$ cat config.mk
export PLATFORM = sky130hd
export DESIGN_NAME = rgb_to_hsv_pixel
export DESIGN_NICKNAME = d
export VERILOG_FILES = /design/src/design/rhsv_pkg.sv /design/src/design/rhsv_div.sv /design/src/design/rgb_to_hsv_pixel.sv
export SDC_FILE = /design/constraint.sdc
export NUM_CORES = 1
export LEC_CHECK = 0
export BUFFER_PORTS_ARGS = -buffer_cell sky130_fd_sc_hd__buf_4
export CORE_ASPECT_RATIO = 1.1
export CORE_MARGIN = 3
export CORE_UTILIZATION = 54
export CTS_BUF_LIST = sky130_fd_sc_hd__clkbuf_4 sky130_fd_sc_hd__clkbuf_8
export CTS_CLUSTER_DIAMETER = 150
export DETAILED_ROUTE_END_ITERATION = 7
export PLACE_DENSITY = 0.7
export SYNTH_ARGS = -nofsm -noshare
export SYNTH_HDL_FRONTEND = slang
export SYNTH_SLANG_ARGS = --single-unit
$ cat constraint.sdc
create_clock -name clk -period 7.7 [get_ports clk]
set_clock_uncertainty 0.1 [all_clocks]
set_input_delay 0.77 -clock clk [delete_from_list [all_inputs] [get_ports clk]]
set_output_delay 0.77 -clock clk [all_outputs]
set_load 0.05 [all_outputs]
$ cat src/design/rhsv_pkg.sv
// Shared widths, constants and types of the RGB to HSV converter.
package rhsv_pkg;

  localparam int CH_W        = 8;
  localparam int HUE_W       = 9;
  localparam int PCT_W       = 7;
  localparam int NUM_W       = 16;
  localparam int DEN_W       = 10;
  localparam int Q_W         = 7;
  localparam int DIV_STAGES  = Q_W;
  localparam int PIPE_STAGES = DIV_STAGES + 3;

  // Rounded division n/d is floor((2n + d) / 2d), so scales are doubled.
  localparam int SAT_SCALE = 200;
  localparam int HUE_SCALE = 120;
  localparam int VAL_SCALE = 200;
  localparam int VAL_BIAS  = 255;

  // The value numerator is divided by 510 through a multiply by the
  // rounded-up reciprocal of 510 with 25 fraction bits. This is exact for
  // every numerator the value path can produce.
  localparam int RCP_W     = 17;
  localparam int VAL_RECIP = 65794;
  localparam int VAL_SHIFT = 25;

  localparam int PCT_MAX   = 100;

  localparam int HUE_GREEN = 120;
  localparam int HUE_BLUE  = 240;
  localparam int HUE_FULL  = 360;

  typedef enum logic [2:0] {
    SEC_RED   = 3'b001,
    SEC_GREEN = 3'b010,
    SEC_BLUE  = 3'b100
  } sector_t;

  typedef struct packed {
    logic    grey;
    logic    neg;
    sector_t sector;
  } side_t;

endpackage

$ cat src/design/rhsv_div.sv
// Pipelined restoring divider, one quotient bit per register stage.
module rhsv_div import rhsv_pkg::*; (
  input  logic             clk,
  input  logic [Q_W-1:0]   en,
  input  logic [NUM_W-1:0] num,
  input  logic [DEN_W-1:0] den,
  output logic [Q_W-1:0]   quo
);

  logic [NUM_W-1:0] rem_in [Q_W];
  logic [DEN_W-1:0] den_in [Q_W];
  logic [Q_W-1:0]   q_in   [Q_W];
  logic [NUM_W-1:0] rem_r  [Q_W];
  logic [DEN_W-1:0] den_r  [Q_W];
  logic [Q_W-1:0]   q_r    [Q_W];

  for (genvar j = 0; j < Q_W; j++) begin : g_stage
    logic [NUM_W-1:0] trial;
    logic             fits;

    if (j == 0) begin : g_first
      assign rem_in[j] = num;
      assign den_in[j] = den;
      assign q_in[j]   = '0;
    end else begin : g_next
      assign rem_in[j] = rem_r[j-1];
      assign den_in[j] = den_r[j-1];
      assign q_in[j]   = q_r[j-1];
    end

    // The quotient is known to stay below 2**Q_W, so the first trial
    // subtracts the divisor at weight 2**(Q_W-1).
    assign trial = NUM_W'(den_in[j]) << (Q_W - 1 - j);
    assign fits  = (rem_in[j] >= trial);

    always_ff @(posedge clk) begin
      if (en[j]) begin
        rem_r[j] <= fits ? (rem_in[j] - trial) : rem_in[j];
        den_r[j] <= den_in[j];
        q_r[j]   <= {q_in[j][Q_W-2:0], fits};
      end
    end
  end

  assign quo = q_r[Q_W-1];

endmodule

$ cat src/design/rgb_to_hsv_pixel.sv
// RGB to HSV converter: one pixel of 8-bit channels a cycle in, hue in
// degrees, saturation and value in percent out. The pipeline is ten
// register stages deep, and a new word is accepted every cycle while
// the output is taken. The depth is set by the two restoring dividers
// for saturation and hue, which produce one quotient bit per stage over
// seven stages; value divides by a constant and is taken by a reciprocal
// multiply that travels alongside. Each stage holds its word until the
// next stage frees up, so empty stages fill in while the output is
// stalled and nothing is dropped or repeated. The input stalls only when
// every stage is full and the output is stalled.
module rgb_to_hsv_pixel import rhsv_pkg::*; (
  input  logic             clk,
  input  logic             rst_n,
  input  logic             in_valid,
  output logic             in_stall,
  input  logic [CH_W-1:0]  in_red,
  input  logic [CH_W-1:0]  in_green,
  input  logic [CH_W-1:0]  in_blue,
  output logic             out_valid,
  input  logic             out_stall,
  output logic [HUE_W-1:0] out_hue,
  output logic [PCT_W-1:0] out_saturation,
  output logic [PCT_W-1:0] out_brightness
);

  localparam int LAST = PIPE_STAGES - 1;

  logic [PIPE_STAGES-1:0] en;
  logic [PIPE_STAGES-1:0] valid_r;
  logic [PIPE_STAGES-1:0] valid_nxt;

  // A stage may load when it is empty or its content moves on.
  always_comb begin
    en[LAST] = !valid_r[LAST] || !out_stall;
    for (int i = LAST - 1; i >= 0; i--) begin
      en[i] = !valid_r[i] || en[i+1];
    end
  end

  assign valid_nxt = {valid_r[LAST-1:0], in_valid};
  assign in_stall  = !en[0];

  always_ff @(posedge clk) begin
    if (!rst_n) begin
      valid_r <= '0;
    end else begin
      for (int i = 0; i < PIPE_STAGES; i++) begin
        if (en[i]) begin
          valid_r[i] <= valid_nxt[i];
        end
      end
    end
  end

  // Stage 0: max, min, sector and the signed channel difference.
  logic [CH_W-1:0] mx, mn, op_a, op_b;
  sector_t         sector;
  logic [CH_W-1:0] s0_mx_r, s0_delta_r, s0_mag_r;
  side_t           s0_side_r;

  always_comb begin
    mx = in_red;
    mn = in_red;
    if (in_green > mx) mx = in_green;
    if (in_blue > mx)  mx = in_blue;
    if (in_green < mn) mn = in_green;
    if (in_blue < mn)  mn = in_blue;
    priority if (in_red == mx) begin
      sector = SEC_RED;
      op_a   = in_green;
      op_b   = in_blue;
    end else if (in_green == mx) begin
      sector = SEC_GREEN;
      op_a   = in_blue;
      op_b   = in_red;
    end else begin
      sector = SEC_BLUE;
      op_a   = in_red;
      op_b   = in_green;
    end
  end

  always_ff @(posedge clk) begin
    if (en[0]) begin
      s0_mx_r          <= mx;
      s0_delta_r       <= mx - mn;
      s0_mag_r         <= (op_a >= op_b) ? (op_a - op_b) : (op_b - op_a);
      s0_side_r.grey   <= (mx == mn);
      s0_side_r.neg    <= (op_a < op_b);
      s0_side_r.sector <= sector;
    end
  end

  // Stage 1: numerators and divisors of the three rounded divisions.
  logic [NUM_W-1:0] s1_sat_num_r, s1_hue_num_r, s1_val_num_r;
  logic [DEN_W-1:0] s1_sat_den_r, s1_hue_den_r;
  side_t            s1_side_r;

  always_ff @(posedge clk) begin
    if (en[1]) begin
      s1_sat_num_r <= NUM_W'(SAT_SCALE) * NUM_W'(s0_delta_r) + NUM_W'(s0_mx_r);
      s1_sat_den_r <= DEN_W'({s0_mx_r, 1'b0});
      s1_hue_num_r <= NUM_W'(HUE_SCALE) * NUM_W'(s0_mag_r) + NUM_W'(s0_delta_r);
      s1_hue_den_r <= DEN_W'({s0_delta_r, 1'b0});
      s1_val_num_r <= NUM_W'(VAL_SCALE) * NUM_W'(s0_mx_r) + NUM_W'(VAL_BIAS);
      s1_side_r    <= s0_side_r;
    end
  end

  // Stages 2 to 8: the dividers, with the side bits and the value
  // traveling alongside.
  logic [Q_W-1:0]         sat_q, hue_q;
  side_t                  side_r [DIV_STAGES];
  logic [NUM_W+RCP_W-1:0] val_prod;
  logic [PCT_W-1:0]       val_r  [DIV_STAGES];

  rhsv_div u_sat_div (
    .clk (clk),
    .en  (en[DIV_STAGES+1:2]),
    .num (s1_sat_num_r),
    .den (s1_sat_den_r),
    .quo (sat_q)
  );

  rhsv_div u_hue_div (
    .clk (clk),
    .en  (en[DIV_STAGES+1:2]),
    .num (s1_hue_num_r),
    .den (s1_hue_den_r),
    .quo (hue_q)
  );

  assign val_prod = s1_val_num_r * RCP_W'(VAL_RECIP);

  always_ff @(posedge clk) begin
    for (int j = 0; j < DIV_STAGES; j++) begin
      if (en[j+2]) begin
        side_r[j] <= (j == 0) ? s1_side_r : side_r[(j == 0) ? 0 : j - 1];
        val_r[j]  <= (j == 0) ? val_prod[VAL_SHIFT +: PCT_W]
                              : val_r[(j == 0) ? 0 : j - 1];
      end
    end
  end

  // Last stage: add the sector offset and wrap a negative red hue.
  side_t            side_d;
  logic [HUE_W-1:0] hue_mag, hue_base, hue_nxt;
  logic [HUE_W-1:0] out_hue_r;
  logic [PCT_W-1:0] out_saturation_r, out_brightness_r;

  assign side_d  = side_r[DIV_STAGES-1];
  assign hue_mag = HUE_W'(hue_q);

  always_comb begin
    unique case (side_d.sector)
      SEC_RED:   hue_base = (side_d.neg && hue_mag != '0) ? HUE_W'(HUE_FULL) : '0;
      SEC_GREEN: hue_base = HUE_W'(HUE_GREEN);
      SEC_BLUE:  hue_base = HUE_W'(HUE_BLUE);
      default:   hue_base = '0;
    endcase
    hue_nxt = side_d.neg ? (hue_base - hue_mag) : (hue_base + hue_mag);
  end

  always_ff @(posedge clk) begin
    if (en[LAST]) begin
      out_hue_r        <= side_d.grey ? '0 : hue_nxt;
      out_saturation_r <= side_d.grey ? '0 : PCT_W'(sat_q);
      out_brightness_r <= val_r[DIV_STAGES-1];
    end
  end

  assign out_valid      = valid_r[LAST];
  assign out_hue        = out_hue_r;
  assign out_saturation = out_saturation_r;
  assign out_brightness = out_brightness_r;

endmodule

== Word-level counts from Yosys, hierarchy flattened ==
Memory sizes are Yosys's and may differ from the RTL's. A register that Yosys moved wholly into a read port is not among the register bits.
Cells that the tools add are included.

* Eq/ne operators: 6
* Order comparisons: 20
* Reductions and logical operators: 24
* Add/sub/neg operators: 22
* Multiply operators: 4
* Multiplexer cells: 41

{| class="wikitable"
|+ Operator list
! operator !! number
|-
| 16-bit two-way mux || 14
|-
| 8-bit two-way mux || 9
|-
| 16-bit by 15-bit greater-or-equal comparator with 1-bit output || 4
|-
| 16-bit by 15-bit subtractor with 16-bit output || 4
|-
| 16-bit by 10-bit greater-or-equal comparator with 1-bit output || 2
|-
| 16-bit by 11-bit greater-or-equal comparator with 1-bit output || 2
|-
| 16-bit by 12-bit greater-or-equal comparator with 1-bit output || 2
|-
| 16-bit by 13-bit greater-or-equal comparator with 1-bit output || 2
|-
| 16-bit by 14-bit greater-or-equal comparator with 1-bit output || 2
|-
| 16-bit by 10-bit subtractor with 16-bit output || 2
|-
| 16-bit by 11-bit subtractor with 16-bit output || 2
|-
| 16-bit by 12-bit subtractor with 16-bit output || 2
|-
| 16-bit by 13-bit subtractor with 16-bit output || 2
|-
| 16-bit by 14-bit subtractor with 16-bit output || 2
|-
| 16-bit by 16-bit multiplier with 31-bit output (second input constant) || 1
|-
| 9-bit one-hot mux with 3 select lines || 1
|-
| 5-bit by 8-bit multiplier with 13-bit output (first input constant) || 2
|-
| 8-bit equality test || 3
|-
| 8-bit < comparator || 3
|-
| 8-bit subtractor || 3
|-
| 9-bit two-way mux || 2
|-
| 15-bit by 8-bit adder with 16-bit output || 1
|-
| 16-bit by 8-bit adder with 16-bit output || 1
|-
| 16-bit by 8-bit adder with 16-bit output (second input constant) || 1
|-
| 14 further kinds || 48
|}

* Logic and storage cells: 150
* Register bits after elaboration: 117
* Output and inout port bits: 25
* Memories: 8
* RAM bits: 546
* Bits of input ports: 28

{| class="wikitable"
|+ Memory list
! memory !! depth !! width !! read ports !! clocked after Yosys merged registers in !! write ports !! line !! text
|-
| u_hue_div.rem_r || 7 || 16 || 6 || 0 || 7 || rhsv_div.sv:13 || <nowiki>logic [NUM_W-1:0] rem_r [Q_W];</nowiki>
|-
| u_sat_div.rem_r || 7 || 16 || 6 || 0 || 7 || rhsv_div.sv:13 ||
|-
| u_hue_div.den_r || 7 || 10 || 6 || 0 || 7 || rhsv_div.sv:14 || <nowiki>logic [DEN_W-1:0] den_r [Q_W];</nowiki>
|-
| u_sat_div.den_r || 7 || 10 || 6 || 0 || 7 || rhsv_div.sv:14 ||
|-
| u_hue_div.q_r || 7 || 7 || 7 || 0 || 7 || rhsv_div.sv:15 || <nowiki>logic [Q_W-1:0] q_r [Q_W];</nowiki>
|-
| u_sat_div.q_r || 7 || 7 || 7 || 1 || 7 || rhsv_div.sv:15 ||
|-
| 2 more memories || n/a || n/a || n/a || n/a || n/a || n/a ||
|}

== Logic depth before layout (Yosys ltp) ==
* Word-level depth: 12
* Gate-level depth with buffers: 32

== Hierarchy ==
From an unflattened synthesis, not the netlist that was laid out.

* Cell total of the unflattened synthesis: 2745
* Area, all modules: 33140.5 µm²

{| class="wikitable"
|+ By module, submodules not included
! module !! cells each !! instances !! area an instance (µm²)
|-
| rgb_to_hsv_pixel || 1100 || 1 || 13304.0
|-
| rhsv_div at u_sat_div || 825 || 1 || 9937.0
|-
| rhsv_div at u_hue_div || 820 || 1 || 9899.5
|}

== Worst setup path before layout ==
OpenSTA, ideal clock, no wires.

* Path kind: input to register
* From: input port in_red[1]
* To: register s0_mag_r[7], data pin
* Arrival time: 6.512 ns
* Buffers on the path: 4
* Setup time: 0.258 ns
* Setup slack: 0.830 ns
* Cell stages on the path: 32
* Data required time: 7.342 ns
* Cell sequence: inv_1 -> ha_1 -> nor2b_1 -> o211ai_1 -> a21o_1 -> a21oi_4 -> buf_2 -> mux2i_1 -> ha_1 -> a21o_1 -> a22oi_2 -> a31oi_4 -> and2_4 -> buf_6 -> o311ai_1 -> o31ai_2 -> nand2_4 -> buf_12 -> mux2i_1 -> mux2_2 -> ha_1 -> inv_1 -> fa_1 -> a21o_1 -> a211oi_1 -> o21bai_1 -> buf_2 -> a211oi_1 -> nand4_1 -> a41o_1 -> a21oi_1 -> xnor2_1

* Longest elaborated chain between the ends: 9

{| class="wikitable"
|+ Ends and longest elaborated chain
! item !! line !! text
|-
| start, declared || rgb_to_hsv_pixel.sv:16 || <nowiki>input logic [CH_W-1:0] in_red,</nowiki>
|-
| 8-bit > comparator || rgb_to_hsv_pixel.sv:64 || <nowiki>if (in_green > mx) mx = in_green;</nowiki>
|-
| 8-bit two-way mux || rgb_to_hsv_pixel.sv:64 ||
|-
| 8-bit > comparator || rgb_to_hsv_pixel.sv:65 || <nowiki>if (in_blue > mx) mx = in_blue;</nowiki>
|-
| 8-bit two-way mux || rgb_to_hsv_pixel.sv:65 ||
|-
| 8-bit equality test || rgb_to_hsv_pixel.sv:72 || <nowiki>end else if (in_green == mx) begin</nowiki>
|-
| 8-bit two-way mux || rgb_to_hsv_pixel.sv:72 ||
|-
| 8-bit two-way mux || rgb_to_hsv_pixel.sv:68 || <nowiki>priority if (in_red == mx) begin</nowiki>
|-
| 8-bit subtractor / 8-bit greater-or-equal comparator (equally long branches) || rgb_to_hsv_pixel.sv:87 || <nowiki>s0_mag_r <= (op_a >= op_b) ? (op_a - op_b) : (op_b - op_a);</nowiki>
|-
| 8-bit two-way mux * || rgb_to_hsv_pixel.sv:87 ||
|-
| end signal, assigned || rgb_to_hsv_pixel.sv:87 ||
|-
| end, declared || rgb_to_hsv_pixel.sv:58 || <nowiki>logic [CH_W-1:0] s0_mx_r, s0_delta_r, s0_mag_r;</nowiki>
|}

Mark *: on every way between the ends. The rest lies on a longest branch, timed or not.
A chain may end at the register's enable or synchronous reset.

== Worst setup path in the final report ==
Same ends and word-level chain as after synthesis.

==> metrics list <==
- After clock tree synthesis, the setup repair step added 0 buffers.
- Buffer depth of the longest clock path: 3
- Total iterations of the first detailed-routing run: 5
* Dominant cell type by area after synthesis: sky130_fd_sc_hd__edfxtp_1
* Placed Cells: 3104
- Final standard cell count with taps included and fillers excluded: 3254
- For the pin with the worst max-slew slack, the measured transition is 1.16 ns.
* CTS tree: yes
- From synthesis to final layout, the design area changed by 10.5%.
* Final Hold Fails: 0
* Cts hold-fix bufs: 0
* Syn. warnings: 0
- The commonest cells after synthesis are sky130_fd_sc_hd__edfxtp_1, sky130_fd_sc_hd__ha_1, sky130_fd_sc_hd__inv_1.
- Of the post-synthesis cell area, the dominant cell type holds 0.524.
- The final route contains 17500 vias.
- The first global-routing pass estimated 85.9 mm of wire.
- Fin crit share: 0.890
- Summing every instance area after synthesis gives ~29000 µm².
- Async set-reset flop share out of synthesis: 0
- Fill cells in the final layout number slightly above 4000.
- The synthesized design contains 516 register bits.
* Nets: 2883
- After detailed routing, the number of vias per cell comes to 5.39.
- Buffers plus inverters on the worst setup path: 5
* Global-route met3 utilization: 0.0260
- The die covers approximately 57000 µm².
* Site row count: 88
- Cell with the largest stage delay on the worst path: sky130_fd_sc_hd__a21oi_4
- The number of global-route vias before repair was approximately 18000.
- Entering global routing, the biggest net connects 69 pins.
- Number of library cell types mapped by synthesis: 79
- Outcome: finished, final reports clean
- The number of antenna violations at the first check in global routing came to 1.
- Most repeated cell in the gate-level netlist after synthesis: sky130_fd_sc_hd__edfxtp_1
- Number of synthesized flops with an enable pin: 506
* Hold endpoint: valid_r[0]
- Post-route DRC: 0
- Setup TNS: 0 ns
- Setup repair after global routing left no endpoint under its margin.
- Data required, critical path: 7.97 ns
- Top fanout value on the critical path: 15
- Synthesized net count: 2746
- Setup violations remaining at the end of the flow were counted as 0.
- Headroom to the max-slew limit came out at 0.221.
* Met1 demand-to-capacity share in global routing: 0.207
- The startpoint identified for the worst hold timing path is in_valid.
* Number of instances on the worst hold path: 2
* Mean area per synthesized cell: 12.2 µm²
- Counting every sink on the clock net gives 516.
- In this run the horizontal extent of the chip is 227 µm.
* Cells resized by post-CTS repair: 0
* Maximum single-stage delay on the critical path: 0.44 ns
- Clk_lat worst skew: ~0.63 ns
- Crit Reg-Reg Startpoint: s0_mag_r[2]
* Final wirelength: 51.3 mm
- Floorplan die height: 249 µm
- Total routing usage reported by global routing: 0.187
- The tree is rooted in a sky130_fd_sc_hd__clkbuf_8.
- The cell count after synthesis came out at about 2400.
- Once detail routing completed, the nets flagged for antenna violations numbered 0.
- At the end of routability-driven placement, the weighted congestion stood at a little under 0.9.
- The critical path is of the primary input to flop type.
- Clock-pin slew on the worst setup and hold paths: ~0.06 ns
- For this run, global-route usage on met2 was measured as 0.355.
* Number of CTS-inserted buffers: 83
* IO Pins: 53
* Total overflow reported by the global router: 0
* Routed wirelength normalized by instance count: 15.8 µm
- The wire-length estimate of the detail-placed layout is about 40 mm.
* Final-report max-slew violation count: 0
- Crit end category: flop
* Final-layout worst hold slack: 0.254 ns
- Quantity of I/O buffers inserted on ports: 52
* Standard cell core area: 52700 µm²
- End of the worst register-to-register path: s1_hue_num_r[14]
- Crit path from: in_red[1]
* DR iter-0 viols: 669
- Counting cells, the worst reg-to-reg path comes to 14.
- The worst setup path is launched from a primary input.
- CTS H-tree lvls: 3
- Of the synthesized area, sequential elements account for 0.531.
* Leading register cell type out of synthesis: sky130_fd_sc_hd__edfxtp_1
- By area the synthesized netlist is led by sky130_fd_sc_hd__edfxtp_1, sky130_fd_sc_hd__ha_1, sky130_fd_sc_hd__xnor2_1.
- For flop-to-flop paths, the worst setup slack is 3.57 ns.
- Counting buffers and inverters, the worst setup path is 31 cells deep.
* Maximum clock frequency: 146 MHz
- Starting utilization of the core area: 0.550
- Final min period: 6.85 ns
- On the critical path the largest part of the delay comes from compound AO/OA/AOI/OAI gates.
* Proportion of layout cells with a drive suffix above 1: 0.104
- Number of violations of the max-capacitance limit: 0
- met2 is the most crowded layer.
- Class of the worst hold path: primary input to flop
* Arrival time of the worst setup path: 7.12 ns
==> sequential cells by signal, indices dropped and copies added, names as in the netlist, 8 cells and up <==
name / flops
u_hue_div.q_r: 28
u_sat_div.rem_r: 96
s0_mag_r: 8
s1_val_num_r: 13
out_hue: 9
u_hue_div.rem_r: 96
u_sat_div.q_r: 28
u_hue_div.den_r: 31
side_r: 35
s1_hue_num_r: 16
s0_mx_r: 8
valid_r: 10
u_sat_div.den_r: 31
s0_delta_r: 8
s1_sat_num_r: 16
val_r: 49
==> how the worst max path moves through the flow <==
| stage | end | slack [ns] |
|---|---|---|
| after global placement | s0_mag_r[7] | 0.26 |
| after global routing | s0_mag_r[7] | 0.38 |
| after floorplan | s0_mag_r[7] | 0.83 |
| after CTS | s0_mag_r[7] | 0.92 |
| after detailed placement | s0_mag_r[7] | 0.25 |
| final | s0_mag_r[7] | 0.85 |
==> cell families (layout without fill, tap and decap cells) <==
| group | count (synthesis) | in the layout | synth area share |
|---|---|---|---|
| AND/OR/NAND/NOR | 520 | 520 | 0.0886 |
| multiplexers | 89 | 89 | 0.0328 |
| other | 0 | 1 | 0 |
| AO/OA/AOI/OAI | 434 | 434 | 0.0954 |
| XOR/XNOR | 189 | 189 | 0.0571 |
| flip-flops | 516 | 516 | 0.531 |
| adder cells (fa/ha/maj) | 341 | 341 | 0.157 |
| buffers and inverters | 288 | 489 | 0.0385 |
==> routing by layer <==
metal | wire [µm] | up-vias | part of all wire
met5 | 0 | - | 0
met4 | 1660 | 0 | 0.032
met3 | 1470 | 110 | 0.029
met2 | 27600 | 271 | 0.54
met1 | 20700 | 8285 | 0.40
li1 | - | 8869 | -
==> layout by cell type, fill, tap and decap left out, drive strengths merged, types with 5 or more instances in the layout <==
| cell type | count |
|---|---|
| mux2 | 41 |
| nand3 | 30 |
| clkinvlp | 5 |
| o21bai | 9 |
| inv | 258 |
| o21ai | 95 |
| nand2 | 101 |
| clkinv | 29 |
| a31oi | 11 |
| ha | 305 |
| nor2 | 170 |
| nand4 | 24 |
| o311ai | 5 |
| a21oi | 145 |
| fa | 36 |
| xor2 | 73 |
| nor4 | 21 |
| nor3 | 31 |
| nor2b | 57 |
| o211ai | 10 |
| buf | 84 |
| a211oi | 13 |
| and2 | 9 |
| nand2b | 34 |
| o21a | 23 |
| mux2i | 48 |
| a21o | 67 |
| clkbuf | 109 |
| a21boi | 19 |
| o31ai | 12 |
| or3 | 9 |
| edfxtp | 506 |
| and3 | 6 |
| dfxtp | 10 |
| xnor2 | 116 |
==> area by class of cell <==
| type | count | area [µm²] | share of cell area |
|---|---|---|---|
| multi-input combinational | 1573 | 12500 | 0.390 |
| clock inverter | 40 | 298 | 0.00930 |
| inverter | 256 | 961 | 0.0300 |
| antenna | 1 | 2.50 | 0.0000782 |
| clock buffer | 109 | 1400 | 0.0437 |
| sequential | 516 | 15400 | 0.481 |
| timing repair buffer | 84 | 631 | 0.0197 |
| tap | 675 | 845 | 0.0264 |
==> worst register-to-register path, stage by stage (launching register included) <==
cell and delay [ns]:
sky130_fd_sc_hd__edfxtp_1 0.50, sky130_fd_sc_hd__fa_1 0.55, sky130_fd_sc_hd__inv_1 0.06, sky130_fd_sc_hd__fa_1 0.51, sky130_fd_sc_hd__inv_1 0.05, sky130_fd_sc_hd__ha_1 0.27, sky130_fd_sc_hd__a21o_1 0.20, sky130_fd_sc_hd__a21oi_1 0.21
sky130_fd_sc_hd__nand2b_1 0.14, sky130_fd_sc_hd__a21boi_0 0.11, sky130_fd_sc_hd__o41ai_1 0.44, sky130_fd_sc_hd__xnor2_1 0.25, sky130_fd_sc_hd__nand2_1 0.07, sky130_fd_sc_hd__or2_2 0.28, sky130_fd_sc_hd__xor2_1 0.14
==> stage by stage <==
stage | instance area [µm²] | worst slack [ns] | util
floorplan | 29000 | 0.830 | -
global placement | 30300 | 0.258 | 0.575
detailed placement | 30300 | 0.246 | 0.575
CTS | 32000 | 0.917 | 0.607
global route | 32000 | 0.381 | 0.607
finish | 32000 | 0.849 | 0.607
Power is not shown: default switching activity piles up to over one toggle a cycle in this logic, so the estimate is an artifact.
